### config.mk
export PLATFORM = sky130hd
export DESIGN_NAME = pid_temperature_regulator_top
export DESIGN_NICKNAME = d
export VERILOG_FILES = /design/src/hw/rtl/pidtr_pkg.sv /design/src/hw/rtl/pidtr_div.sv /design/src/hw/rtl/pidtr_mac.sv /design/src/hw/rtl/pid_temperature_regulator_top.sv
export SDC_FILE = /design/constraint.sdc
export NUM_CORES = 1
export LEC_CHECK = 0
export BUFFER_PORTS_ARGS = -buffer_cell sky130_fd_sc_hd__buf_2
export CORE_ASPECT_RATIO = 0.6
export CORE_UTILIZATION = 53
export CTS_CLUSTER_DIAMETER = 100
export DETAILED_ROUTE_END_ITERATION = 12
export HOLD_SLACK_MARGIN = 0.1
export PLACE_DENSITY = 0.72
export SLEW_MARGIN = 15
export SYNTH_ARGS = -nofsm -noshare
export SYNTH_HDL_FRONTEND = slang
export SYNTH_SLANG_ARGS = --single-unit
export TNS_END_PERCENT = 30
### constraint.sdc
create_clock -name clk_i -period 7.6 [get_ports clk_i]
set_input_delay 0.76 -clock clk_i [delete_from_list [all_inputs] [get_ports clk_i]]
set_output_delay 0.76 -clock clk_i [all_outputs]
set_load 0.01 [all_outputs]
### src/hw/rtl/pidtr_pkg.sv
package pidtr_pkg;

  // field and datapath widths
  localparam int RAW_W      = 12;
  localparam int SP_W       = 9;
  localparam int GAIN_W     = 16;
  localparam int LIM_W      = 16;
  localparam int PWR_W      = 17;
  localparam int TEMP_W     = 17;
  localparam int ERR_W      = 19;
  localparam int SUM_W      = 18;
  localparam int DER_W      = 19;
  localparam int WIDE_W     = 20;
  localparam int ACC_W      = 36;

  // sensor conversion: q = (raw * 84480 + 2047) / 4095, done as a serial divide
  localparam int NUM_W      = 29;
  localparam int QUO_W      = 17;
  localparam int REM_W      = NUM_W - QUO_W;
  localparam logic [REM_W-1:0] DIV_DEN   = REM_W'(4095);
  localparam logic [NUM_W-1:0] CONV_BIAS = NUM_W'(2047);

  localparam logic signed [TEMP_W-1:0] TEMP_OFS = TEMP_W'(25600);
  localparam int TEMP_MIN = -58880;
  localparam int TEMP_MAX = 25600;
  localparam logic [PWR_W-1:0] FULL_POWER = PWR_W'(65536);

  // round half up on the 2^-24 product sum
  localparam int PWR_SHIFT = 8;
  localparam logic [ACC_W-2:0] PWR_RND = (ACC_W-1)'(128);

  // stream and config port widths
  localparam int S_TDATA_W  = 16;
  localparam int S_TUSER_W  = 1;
  localparam int M_TDATA_W  = 40;
  localparam int CFG_IDX_W  = 3;
  localparam int CFG_DATA_W = 17;

  typedef enum logic [CFG_IDX_W-1:0] {
    CFG_SETPOINT  = 3'd0,
    CFG_GAIN_PROP = 3'd1,
    CFG_GAIN_INT  = 3'd2,
    CFG_GAIN_DER  = 3'd3,
    CFG_INT_LIMIT = 3'd4,
    CFG_POWER_CAP = 3'd5
  } cfg_idx_e;

  typedef enum logic [3:0] {
    ST_IDLE = 4'b0001,
    ST_DIV  = 4'b0010,
    ST_MUL  = 4'b0100,
    ST_OUT  = 4'b1000
  } state_e;

  typedef struct packed {
    logic [GAIN_W-1:0] prop;
    logic [GAIN_W-1:0] integ;
    logic [GAIN_W-1:0] deriv;
  } gains_t;

  typedef struct packed {
    logic signed [ERR_W-1:0] err;
    logic signed [SUM_W-1:0] sum;
    logic signed [DER_W-1:0] deriv;
  } mac_ops_t;

  // raw * 84480 + 2047, with 84480 = 2^16 + 2^14 + 2^11 + 2^9
  function automatic logic [NUM_W-1:0] conv_num(input logic [RAW_W-1:0] raw);
    logic [NUM_W-1:0] r;
    r = NUM_W'(raw);
    return (r << 16) + (r << 14) + (r << 11) + (r << 9) + CONV_BIAS;
  endfunction

endpackage

### src/hw/rtl/pidtr_div.sv
module pidtr_div (
  input  logic                        clk_i,
  input  logic                        rst_ni,
  input  logic                        start_i,
  input  logic [pidtr_pkg::NUM_W-1:0] num_i,
  output logic                        done_o,
  output logic [pidtr_pkg::QUO_W-1:0] quot_o
);
  import pidtr_pkg::*;

  localparam int CNT_W = $clog2(QUO_W + 1);

  logic             busy_q;
  logic [CNT_W-1:0] cnt_q;
  logic [REM_W-1:0] rem_q, rem_d;
  logic [QUO_W-1:0] sh_q;
  logic [REM_W:0]   trial;
  logic             qbit;

  // restoring divide, one quotient bit per cycle; dividend bits shift out of
  // sh_q as quotient bits shift in
  always_comb begin
    trial = {rem_q, sh_q[QUO_W-1]};
    qbit  = trial >= {1'b0, DIV_DEN};
    rem_d = qbit ? REM_W'(trial - {1'b0, DIV_DEN}) : trial[REM_W-1:0];
  end

  always_ff @(posedge clk_i or negedge rst_ni) begin
    if (!rst_ni) begin
      busy_q <= 1'b0;
      cnt_q  <= '0;
    end else if (start_i) begin
      busy_q <= 1'b1;
      cnt_q  <= CNT_W'(QUO_W);
    end else if (busy_q) begin
      if (cnt_q == '0) begin
        busy_q <= 1'b0;
      end else begin
        cnt_q <= cnt_q - 1'b1;
      end
    end
  end

  always_ff @(posedge clk_i) begin
    if (start_i) begin
      rem_q <= num_i[NUM_W-1:QUO_W];
      sh_q  <= num_i[QUO_W-1:0];
    end else if (busy_q && cnt_q != '0) begin
      rem_q <= rem_d;
      sh_q  <= {sh_q[QUO_W-2:0], qbit};
    end
  end

  assign done_o = busy_q && (cnt_q == '0);
  assign quot_o = sh_q;

endmodule

### src/hw/rtl/pidtr_mac.sv
module pidtr_mac (
  input  logic                               clk_i,
  input  logic                               rst_ni,
  input  logic                               start_i,
  input  pidtr_pkg::gains_t                  gains_i,
  input  pidtr_pkg::mac_ops_t                ops_i,
  output logic                               done_o,
  output logic signed [pidtr_pkg::ACC_W-1:0] acc_o
);
  import pidtr_pkg::*;

  localparam int CNT_W = $clog2(GAIN_W + 1);

  logic                    busy_q;
  logic [CNT_W-1:0]        cnt_q;
  gains_t                  g_q;
  mac_ops_t                ops_q;
  logic signed [ACC_W-1:0] acc_q, acc_d;
  logic signed [ACC_W-1:0] t_prop, t_int, t_der;

  // shift-add over the gain bits, MSB first; the three products share one accumulator
  always_comb begin
    t_prop = g_q.prop[GAIN_W-1]  ? ACC_W'(ops_q.err)   : '0;
    t_int  = g_q.integ[GAIN_W-1] ? ACC_W'(ops_q.sum)   : '0;
    t_der  = g_q.deriv[GAIN_W-1] ? ACC_W'(ops_q.deriv) : '0;
    acc_d  = (acc_q <<< 1) + t_prop + t_int + t_der;
  end

  always_ff @(posedge clk_i or negedge rst_ni) begin
    if (!rst_ni) begin
      busy_q <= 1'b0;
      cnt_q  <= '0;
    end else if (start_i) begin
      busy_q <= 1'b1;
      cnt_q  <= CNT_W'(GAIN_W);
    end else if (busy_q) begin
      if (cnt_q == '0) begin
        busy_q <= 1'b0;
      end else begin
        cnt_q <= cnt_q - 1'b1;
      end
    end
  end

  always_ff @(posedge clk_i) begin
    if (start_i) begin
      g_q   <= gains_i;
      ops_q <= ops_i;
      acc_q <= '0;
    end else if (busy_q && cnt_q != '0) begin
      g_q.prop  <= g_q.prop  << 1;
      g_q.integ <= g_q.integ << 1;
      g_q.deriv <= g_q.deriv << 1;
      acc_q     <= acc_d;
    end
  end

  assign done_o = busy_q && (cnt_q == '0);
  assign acc_o  = acc_q;

endmodule

### src/hw/rtl/pid_temperature_regulator_top.sv
// PID heater regulator, one sensor word per control tick.
// Input stream: tdata[11:0] is the raw sensor sample, tuser[0] is restart,
// which clears the error sum and the previous error before the word is used.
// Output stream: one word per input word, drive power (Q0.16, 65536 = full)
// and the converted temperature (signed Q8.8).
// Config port: write cfg_data_i to register cfg_idx_i when cfg_we_i is high
// (0 setpoint, 1..3 P/I/D gains, 4 integral limit, 5 power cap); write only
// while no word is in flight.
// From input acceptance to output tvalid: the bit-serial divider converts
// the sample, error and sum are registered, the shift-add unit is loaded
// and forms the three gain products, the output state is entered, then the
// output load. tready comes back together with tvalid, so a new word is
// taken only after the last one is through. The result waits in an
// output register; the next input word is taken while it waits, and the new
// result stalls only if the old one is still not taken when it is ready.
// Reset: error sum and previous error go to zero, registers to their defaults.
module pid_temperature_regulator_top (
  input  logic                             clk_i,
  input  logic                             rst_ni,
  input  logic                             cfg_we_i,
  input  logic [pidtr_pkg::CFG_IDX_W-1:0]  cfg_idx_i,
  input  logic [pidtr_pkg::CFG_DATA_W-1:0] cfg_data_i,
  input  logic                             s_axis_tvalid,
  output logic                             s_axis_tready,
  input  logic [pidtr_pkg::S_TDATA_W-1:0]  s_axis_tdata,  // adc_sample, zero pad
  input  logic [pidtr_pkg::S_TUSER_W-1:0]  s_axis_tuser,  // restart
  output logic                             m_axis_tvalid,
  input  logic                             m_axis_tready,
  output logic [pidtr_pkg::M_TDATA_W-1:0]  m_axis_tdata   // drive_power, measured_temp, pad
);
  import pidtr_pkg::*;

  logic [SP_W-1:0]   sp_q;
  gains_t            gains_q;
  logic [LIM_W-1:0]  lim_q;
  logic [PWR_W-1:0]  cap_q;

  state_e state_q, state_d;

  logic                     in_acc;
  logic                     div_done;
  logic [QUO_W-1:0]         div_quot;
  logic                     mac_go_q;
  logic                     mac_done;
  logic signed [ACC_W-1:0]  mac_acc;
  mac_ops_t                 ops_q;

  logic signed [SUM_W-1:0]  sum_q;
  logic signed [ERR_W-1:0]  last_q;
  logic signed [TEMP_W-1:0] temp_q, temp_d;
  logic signed [WIDE_W-1:0] err_w, sum_w, der_w, lim_w;
  logic signed [ERR_W-1:0]  err_d;
  logic signed [SUM_W-1:0]  sum_d;

  logic [ACC_W-2:0]         rnd;
  logic [ACC_W-2-PWR_SHIFT:0] pwr_full;
  logic [PWR_W-1:0]         pwr_sat, pwr_d;
  logic                     out_load;
  logic                     m_valid_q;
  logic [PWR_W-1:0]         out_pwr_q;
  logic [TEMP_W-1:0]        out_temp_q;

  assign s_axis_tready = (state_q == ST_IDLE);
  assign in_acc        = s_axis_tvalid && s_axis_tready;

  always_ff @(posedge clk_i or negedge rst_ni) begin
    if (!rst_ni) begin
      sp_q          <= '0;
      gains_q.prop  <= GAIN_W'(3277);
      gains_q.integ <= GAIN_W'(66);
      gains_q.deriv <= GAIN_W'(655);
      lim_q         <= LIM_W'(12800);
      cap_q         <= PWR_W'(32768);
    end else if (cfg_we_i) begin
      case (cfg_idx_i)
        CFG_SETPOINT:  sp_q          <= cfg_data_i[SP_W-1:0];
        CFG_GAIN_PROP: gains_q.prop  <= cfg_data_i[GAIN_W-1:0];
        CFG_GAIN_INT:  gains_q.integ <= cfg_data_i[GAIN_W-1:0];
        CFG_GAIN_DER:  gains_q.deriv <= cfg_data_i[GAIN_W-1:0];
        CFG_INT_LIMIT: lim_q         <= cfg_data_i[LIM_W-1:0];
        CFG_POWER_CAP: cap_q         <= cfg_data_i[PWR_W-1:0];
        default: ;
      endcase
    end
  end

  pidtr_div u_div (
    .clk_i   (clk_i),
    .rst_ni  (rst_ni),
    .start_i (in_acc),
    .num_i   (conv_num(s_axis_tdata[RAW_W-1:0])),
    .done_o  (div_done),
    .quot_o  (div_quot)
  );

  // temperature, error, clamped sum and difference from the quotient
  always_comb begin
    temp_d = TEMP_OFS - TEMP_W'(div_quot);
    err_w  = WIDE_W'({sp_q, 8'b0}) - WIDE_W'(temp_d);
    err_d  = err_w[ERR_W-1:0];
    lim_w  = WIDE_W'(lim_q);
    sum_w  = WIDE_W'(sum_q) + WIDE_W'(err_d);
    if (sum_w > lim_w) begin
      sum_w = lim_w;
    end else if (sum_w < -lim_w) begin
      sum_w = -lim_w;
    end
    sum_d  = sum_w[SUM_W-1:0];
    der_w  = WIDE_W'(err_d) - WIDE_W'(last_q);
  end

  always_ff @(posedge clk_i or negedge rst_ni) begin
    if (!rst_ni) begin
      sum_q    <= '0;
      last_q   <= '0;
      mac_go_q <= 1'b0;
    end else begin
      mac_go_q <= 1'b0;
      if (in_acc && s_axis_tuser[0]) begin
        sum_q  <= '0;
        last_q <= '0;
      end else if (state_q == ST_DIV && div_done) begin
        sum_q    <= sum_d;
        last_q   <= err_d;
        mac_go_q <= 1'b1;
      end
    end
  end

  always_ff @(posedge clk_i) begin
    if (state_q == ST_DIV && div_done) begin
      temp_q      <= temp_d;
      ops_q.err   <= err_d;
      ops_q.sum   <= sum_d;
      ops_q.deriv <= der_w[DER_W-1:0];
    end
  end

  pidtr_mac u_mac (
    .clk_i   (clk_i),
    .rst_ni  (rst_ni),
    .start_i (mac_go_q),
    .gains_i (gains_q),
    .ops_i   (ops_q),
    .done_o  (mac_done),
    .acc_o   (mac_acc)
  );

  // nonpositive sum -> 0, else round to Q0.16, saturate, then cap
  always_comb begin
    rnd      = mac_acc[ACC_W-2:0] + PWR_RND;
    pwr_full = rnd[ACC_W-2:PWR_SHIFT];
    pwr_sat  = (pwr_full > (ACC_W-1-PWR_SHIFT)'(FULL_POWER)) ? FULL_POWER
                                                            : pwr_full[PWR_W-1:0];
    if (mac_acc[ACC_W-1] || mac_acc == '0) begin
      pwr_sat = '0;
    end
    pwr_d = (pwr_sat > cap_q) ? cap_q : pwr_sat;
  end

  always_comb begin
    state_d = state_q;
    case (state_q)
      ST_IDLE: if (in_acc)   state_d = ST_DIV;
      ST_DIV:  if (div_done) state_d = ST_MUL;
      ST_MUL:  if (mac_done) state_d = ST_OUT;
      ST_OUT:  if (out_load) state_d = ST_IDLE;
      default: state_d = ST_IDLE;
    endcase
  end

  always_ff @(posedge clk_i or negedge rst_ni) begin
    if (!rst_ni) begin
      state_q <= ST_IDLE;
    end else begin
      state_q <= state_d;
    end
  end

  assign out_load = (state_q == ST_OUT) && (!m_valid_q || m_axis_tready);

  always_ff @(posedge clk_i or negedge rst_ni) begin
    if (!rst_ni) begin
      m_valid_q <= 1'b0;
    end else if (out_load) begin
      m_valid_q <= 1'b1;
    end else if (m_axis_tready) begin
      m_valid_q <= 1'b0;
    end
  end

  always_ff @(posedge clk_i) begin
    if (out_load) begin
      out_pwr_q  <= pwr_d;
      out_temp_q <= temp_q;
    end
  end

  assign m_axis_tvalid = m_valid_q;
  assign m_axis_tdata  = {(M_TDATA_W - PWR_W - TEMP_W)'(0), out_temp_q, out_pwr_q};

endmodule

==> impl_metrics.json, run 1 <==
{
  "root_buffer": "clkbuf_16",
  "status": "completed",
  "multi_input_area_um2": 12900,
  "hold_class": "primary input to async pin",
  "endpoint_kind": "flip-flop",
  "synthCells": 2327,
  "slew_viol_final": 0,
  "synthTopCellsByCount": "edfxtp_1 (239), nand2_1 (236), ha_1 (174), inv_1 (149), mux2_2 (134)",
  "final-setup-viol-count": 0,
  "syn_area_um2": 25300,
  "dp_hpwl_um": 47600,
  "placement.cell_area_um2": 26600,
  "cts_sinks": 420,
  "drive_gt1_share_pct": 16.5,
  "synth.most_common_cell": "edfxtp_1",
  "drc": 0,
  "cts_tree": "done",
  "powerDensity_nw_per_um2": 515,
  "cp_data_arrival_time_ps": 7570,
  "final_nets": 2702,
  "synth_edf_count": 239,
  "synth_xor_area_share_pct": 5.28,
  "fin_area_um2": 28100,
  "grt.total_usage_pct": 26.8,
  "regArea_um2": 11600,
  "ys_dominant_reg_cell": "edfxtp_1",
  "hold_viol": 0,
  "gp_congestion": 0.956,
  "clkTransAtPathRegs_ps": 60,
  "synth_mux_area_share_pct": 6.51,
  "first_iter_violations": 1966,
  "cellLeakagePower_nw": 11.5,
  "ir_worst_vdd_mv": 0.598,
  "synth-simple-area-share_pct": 12.1,
  "ctsLongestPathBuffers": 3,
  "skew_ps": 19.6,
  "synth_top_cells_by_area": "edfxtp_1 (28%), dfrtp_1 (12%), ha_1 (8.6%)",
  "maxCapViolCount": 0,
  "grt_pass1_wl_um": 102000,
  "async_flop_share_pct": 34.5,
  "yosysSeqAreaShare_pct": 45.6,
  "worstMarginPinSlew_ps": 1160,
  "post-place-cells": 2999,
  "synth_seq_cells": 420,
  "dr.pass1.iters": 6,
  "yosysWarningCount": 0,
  "post_drt_wl_per_cell_um": 20.9,
  "vias": 18300,
  "period_minus_slack_ps": 7220,
  "crit_path_start_kind": "flip-flop",
  "timing.slew.headroom_pct": 22.3,
  "synth_top_family_by_area": "adder cells",
  "fin_crit_sh_pct": 95.0,
  "start_util_pct": 54.2,
  "die_x_um": 284,
  "rsz0062_at_grt": "false",
  "ys_types": 88,
  "hold_buffers": 0,
  "antenna_found_initial": 3,
  "n_antenna_cell": 0,
  "cts_buffers": 42,
  "grt_pass1_vias": 17900,
  "wl_um": 64300,
  "synth.avg_cell_area_um2": 10.9,
  "rows": 61,
  "port_buffers": 73,
  "cts_max_level": 2,
  "synth_compound_area_share_pct": 12.4,
  "detail-route-antenna-nets": 0,
  "grt_max_degree": 95,
  "synth-adder-area-share_pct": 14.3,
  "viasPerCell": 5.94,
  "die_area_um2": 48700,
  "stdcell_count": 3079,
  "synth_largest_type_area_fraction_pct": 28.3,
  "max_clock_freq_mhz": 139,
  "worstPathMaxFanout": 9,
  "ios": 84,
  "syn2layout_area_growth_pct": 11.1,
  "die_h_um": 171,
  "crit_required_ps": 7950,
  "tns_ps": 0,
  "yosys.area.top_type": "edfxtp_1",
  "fillers": 3813,
  "worst_skew_pair.late_latency_ps": 570,
  "design.core.area_um2": 46700,
  "path_class": "flip-flop to flip-flop",
  "overflow": 0
}
-- through the flow --
stage | setup slack [ps] | total power [W] | utilization, % | hold slack (ps)
2_1_floorplan | 552 | 0.00894 | - | 400
3_3_place_gp | 327 | 0.0116 | 57.0 | 405
3_5_place_dp | 334 | 0.0118 | 57.0 | 405
4_1_cts | 270 | 0.0141 | 60.1 | 331
5_1_grt | 2.82 | 0.0154 | 60.2 | 356
6_report | 381 | 0.0145 | 60.2 | 282
-- kinds of logic after synthesis --
| kind of cell | Yosys count |
|---|---|
| flops | 420 |
| xor+xnor | 152 |
| fa+ha+maj | 248 |
| compound gates | 478 |
| simple gates | 638 |
| other cells | 1 |
| buf+inv | 242 |
| mux | 148 |
-- worst paths after layout --
check,from,end,slack (ps),cells past startpoint
worst max-delay path,u_div.quot_o[6],ops_q[31],380,24
worst min-delay path,rst_ni,gains_q[25],280,1
worst max register to register,u_div.quot_o[6],ops_q[31],380,24
worst min register to register,temp_q[12],out_temp_q[12],410,0
max in group asynchronous,rst_ni,mac_go_q,5980,2
min in group clk_i,temp_q[12],out_temp_q[12],410,0
-- worst max-delay path: stages, from the launching register on --
cell      delay [ps]
edfxtp_1         500
or3_1            490
or3_1            420
o31ai_1          420
xor2_1           150
ha_1             360
o21ai_0          120
o31ai_1          510
maj3_1           310
o21ai_0          100
xnor2_1          240
ha_1             320
a21o_1           180
nor3_1           250
a21o_1           240
nand2b_1         130
a21oi_1           80
o31ai_2          340
ha_1             230
inv_1            150
nor2_1           500
or2_1            260
buf_4            220
mux2i_1          100
o22ai_1          360
-- area by class of cell --
class,count,share of cell area (%)
clock inverter,22,1.04
timing repair buffer,132,3.01
tap,630,2.80
inverter,149,1.99
multi-input combinational,1670,45.9
sequential,420,41.1
clock buffer,56,4.17
-- repair_timing --
item                                   4_1_cts  5_1_grt
gates resized for setup                      0        9
endpoints found under the hold margin        0        0
buffers inserted                             0        1
setup endpoints to repair                    0       35
-- sequential cells by signal (all words and copies together) (netlist names), 18 cells and up --
signal	flops
gains_q	48
last_q	19
ops_q	56
sum_q	18
u_mac.acc_o	36
u_mac.g_q	48
u_mac.ops_q	56
-- where the power goes --
part / switching, W / total [W] / internal (W)
clock network: 0.000941 / 0.00222 / 0.00128
registers: 0.000269 / 0.00333 / 0.00306
logic: 0.00530 / 0.00894 / 0.00364
-- placed cells by master, fill, tap and decap left out, drive strengths merged, types with 10 or more instances in the layout --
cell type	synthesis	routed
o21bai	12	12
nor3	44	44
o21ai	116	116
nor2b	25	25
dfstp	20	20
nand3	41	41
mux2i	14	14
and3	19	19
o21a	24	24
nand2	236	236
a21oi	115	115
a31oi	19	19
nor2	128	128
nand2b	16	16
mux2	134	134
xor2	51	51
clkbuf	71	56
fa	71	71
a211oi	15	15
dfrtp	125	125
inv	149	153
dfxtp	36	36
ha	174	174
or2	16	16
edfxtp	239	239
a32oi	11	11
a21o	44	44
a22o	28	28
nand4	23	23
nor4	20	20
and2	24	24
o22ai	10	10
o211ai	14	14
a22oi	10	10
xnor2	101	101
buf	22	132
or3	18	18
-- metal layers --
layer	vias to the layer above	global-route usage, %	share of wire [%]
met2	646	37.3	40
met5	-	0	0
met3	80	5.07	8.7
met1	9027	42.8	50
li1	8539	-	-
met4	0	5.14	1.6
(Power assumes the default switching activity.)
==> inputs of run 2 (changes only) <==
--- a/config.mk
+++ b/config.mk
@@ -5,7 +5,7 @@
 export SDC_FILE = /design/constraint.sdc
 export NUM_CORES = 1
 export LEC_CHECK = 0
-export BUFFER_PORTS_ARGS = -buffer_cell sky130_fd_sc_hd__buf_2
+export BUFFER_PORTS_ARGS = -buffer_cell sky130_fd_sc_hd__clkbuf_2
 export CORE_ASPECT_RATIO = 0.6
 export CORE_UTILIZATION = 53
 export CTS_CLUSTER_DIAMETER = 100
==> impl_metrics.json, run 2 (synthesis gave the netlist of run 1 again) <==
{
  "status": "completed",
  "die_area_um2": 48700,
  "gp_congestion": 0.957,
  "clkPwrFrac_pct": 15.3,
  "max_clock_freq_mhz": 138,
  "rows": 61,
  "period_minus_slack_ps": 7250,
  "fin_crit_sh_pct": 95.4,
  "rsz0062_at_grt": "false",
  "r2r-start": "u_div.quot_o[1]",
  "design.core.area_um2": 46700,
  "powerDensity_nw_per_um2": 509,
  "skew_ps": 26.5,
  "cts_buffers": 42,
  "ir_worst_vdd_mv": 0.537,
  "dp_hpwl_um": 48100,
  "vias": 18400,
  "drive_gt1_share_pct": 16.2,
  "crit_path_start_kind": "flip-flop",
  "worst_path_most_repeated_cell": "a21oi_1",
  "grt_max_degree": 82,
  "timing.rr.end": "sum_q[0]",
  "clkTransAtPathRegs_ps": 70,
  "final_cell_mix": "edfxtp_1 (239), nand2_1 (236), ha_1 (173)",
  "tns_ps": 0,
  "pre_cts_slack_ps": 3.06,
  "slew_viol_final": 0,
  "reg_top3": "ops_q x56, u_mac.ops_q x56",
  "cts_sinks": 420,
  "post_drt_wl_per_cell_um": 21.3,
  "ctsLongestPathBuffers": 3,
  "maxCapViolCount": 0,
  "p_switching_w": 0.00646,
  "crit_required_ps": 8100,
  "grt.total_usage_pct": 26.9,
  "stdcell_count": 3075,
  "viasPerCell": 5.99,
  "antenna_found_initial": 2,
  "cellLeakagePower_nw": 11.5,
  "wl_um": 65400,
  "post-place-cells": 2996,
  "layout_commonest_cell": "edfxtp_1",
  "start_util_pct": 54.2,
  "fin_ws_ps": 350,
  "finalHoldWorstSlack_ps": 255,
  "port_buffers": 73,
  "syn2layout_area_growth_pct": 10.7,
  "hold_viol": 0,
  "path_class": "flip-flop to flip-flop",
  "crit_slowest_cell": "or3_1",
  "r2r_slack_ps": 350,
  "p_int_w": 0.00782,
  "swShare_pct": 45.2,
  "fillers": 3849,
  "grt_pass1_wl_um": 101000,
  "n_antenna_cell": 0,
  "multi_input_area_um2": 12900,
  "ios": 84,
  "detail-route-antenna-nets": 0,
  "crit_path_max_incr_delay_ps": 420,
  "final-setup-viol-count": 0,
  "worstMarginPinSlew_ps": 1210,
  "dr.pass1.iters": 6,
  "hold_class": "primary input to async pin",
  "drc": 0,
  "endpoint_kind": "flip-flop",
  "regArea_um2": 11600,
  "cts_tree": "done",
  "worstPathMaxFanout": 7,
  "combPwrFrac_pct": 61.4,
  "overflow": 0,
  "die_h_um": 171,
  "first_iter_violations": 1753,
  "cp_data_arrival_time_ps": 7750,
  "root_buffer": "clkbuf_16",
  "timing.slew.headroom_pct": 19.3,
  "die_x_um": 284,
  "ff2ff_path_depth": 28,
  "final_nets": 2698,
  "worst_skew_pair.late_latency_ps": 580,
  "power_w": 0.0143,
  "seqPwrFrac_pct": 23.3,
  "grt_pass1_vias": 17500,
  "cts_max_level": 2
}
-- run 2: cell types whose count changed in the layout (fill, tap and decap cells not counted), sizes merged --
cell      change
buf          -76
clkinvlp      -3
clkbuf       +67
inv           +3
clkinv        +5
-- run 2: layout make-up --
type	count	area share [%]
repair buffers	128	2.89
multi-input cells	1670	46.0
flip-flops and latches	420	41.2
clock inverters	27	1.16
inverters	149	1.99
well taps	630	2.81
clock buffers	51	3.94
-- run 2: stage by stage --
| step | util (%) | instance area [um^2] |
|---|---|---|
| 3_3_place_gp | 56.9 | 26600 |
| 6_report | 60.1 | 28100 |
| 3_5_place_dp | 56.9 | 26600 |
| 5_1_grt | 60.1 | 28100 |
| 2_1_floorplan | - | 25400 |
| 4_1_cts | 60.0 | 28000 |
-- run 2: routing by layer --
layer | GRT usage (%) | up-vias | part of all wire, %
met5 | 0 | - | 0.020
met4 | 4.14 | 2 | 1.0
met3 | 5.13 | 70 | 8.7
met2 | 37.7 | 688 | 41
met1 | 43.1 | 9117 | 49
li1 | - | 8551 | -
-- run 2: how the worst max path moves through the flow --
stage	startpoint	to	slack [ps]	cells past startpoint
after floorplan	u_div.quot_o[0]	ops_q[32]	550	30
after global placement	u_div.quot_o[1]	sum_q[0]	380	29
after detailed placement	u_div.quot_o[1]	sum_q[0]	3	29
after CTS	u_div.quot_o[1]	sum_q[0]	140	28
after global routing	u_div.quot_o[1]	ops_q[22]	20	28
final	u_div.quot_o[1]	sum_q[0]	350	28
-- run 2: power groups by stage --
stage	logic (W)	clock network (W)	registers [W]
3_5_place_dp	0.00839	0	0.00337
3_3_place_gp	0.00817	0	0.00335
4_1_cts	0.00846	0.00223	0.00332
5_1_grt	0.00950	0.00231	0.00337
6_report	0.00877	0.00219	0.00333
2_1_floorplan	0.00568	0	0.00326
-- run 2: what timing repair did --
action,in CTS,in global routing
gates cloned,0,0
setup buffers,0,1
hold buffers,0,0
pin swaps,0,1
resized for setup,1,8
endpoints found under the hold margin,0,0
endpoints found under the setup margin,2,34
-- run 2: worst max-delay path: cells and delay by family (launching register included) --
family          cells  cell delay [ps]
simple gates       10             2660
flops               1              390
mux                 1              320
buf+inv             2              360
fa+ha+maj           3              940
compound gates     10             2160
xor+xnor            2              350
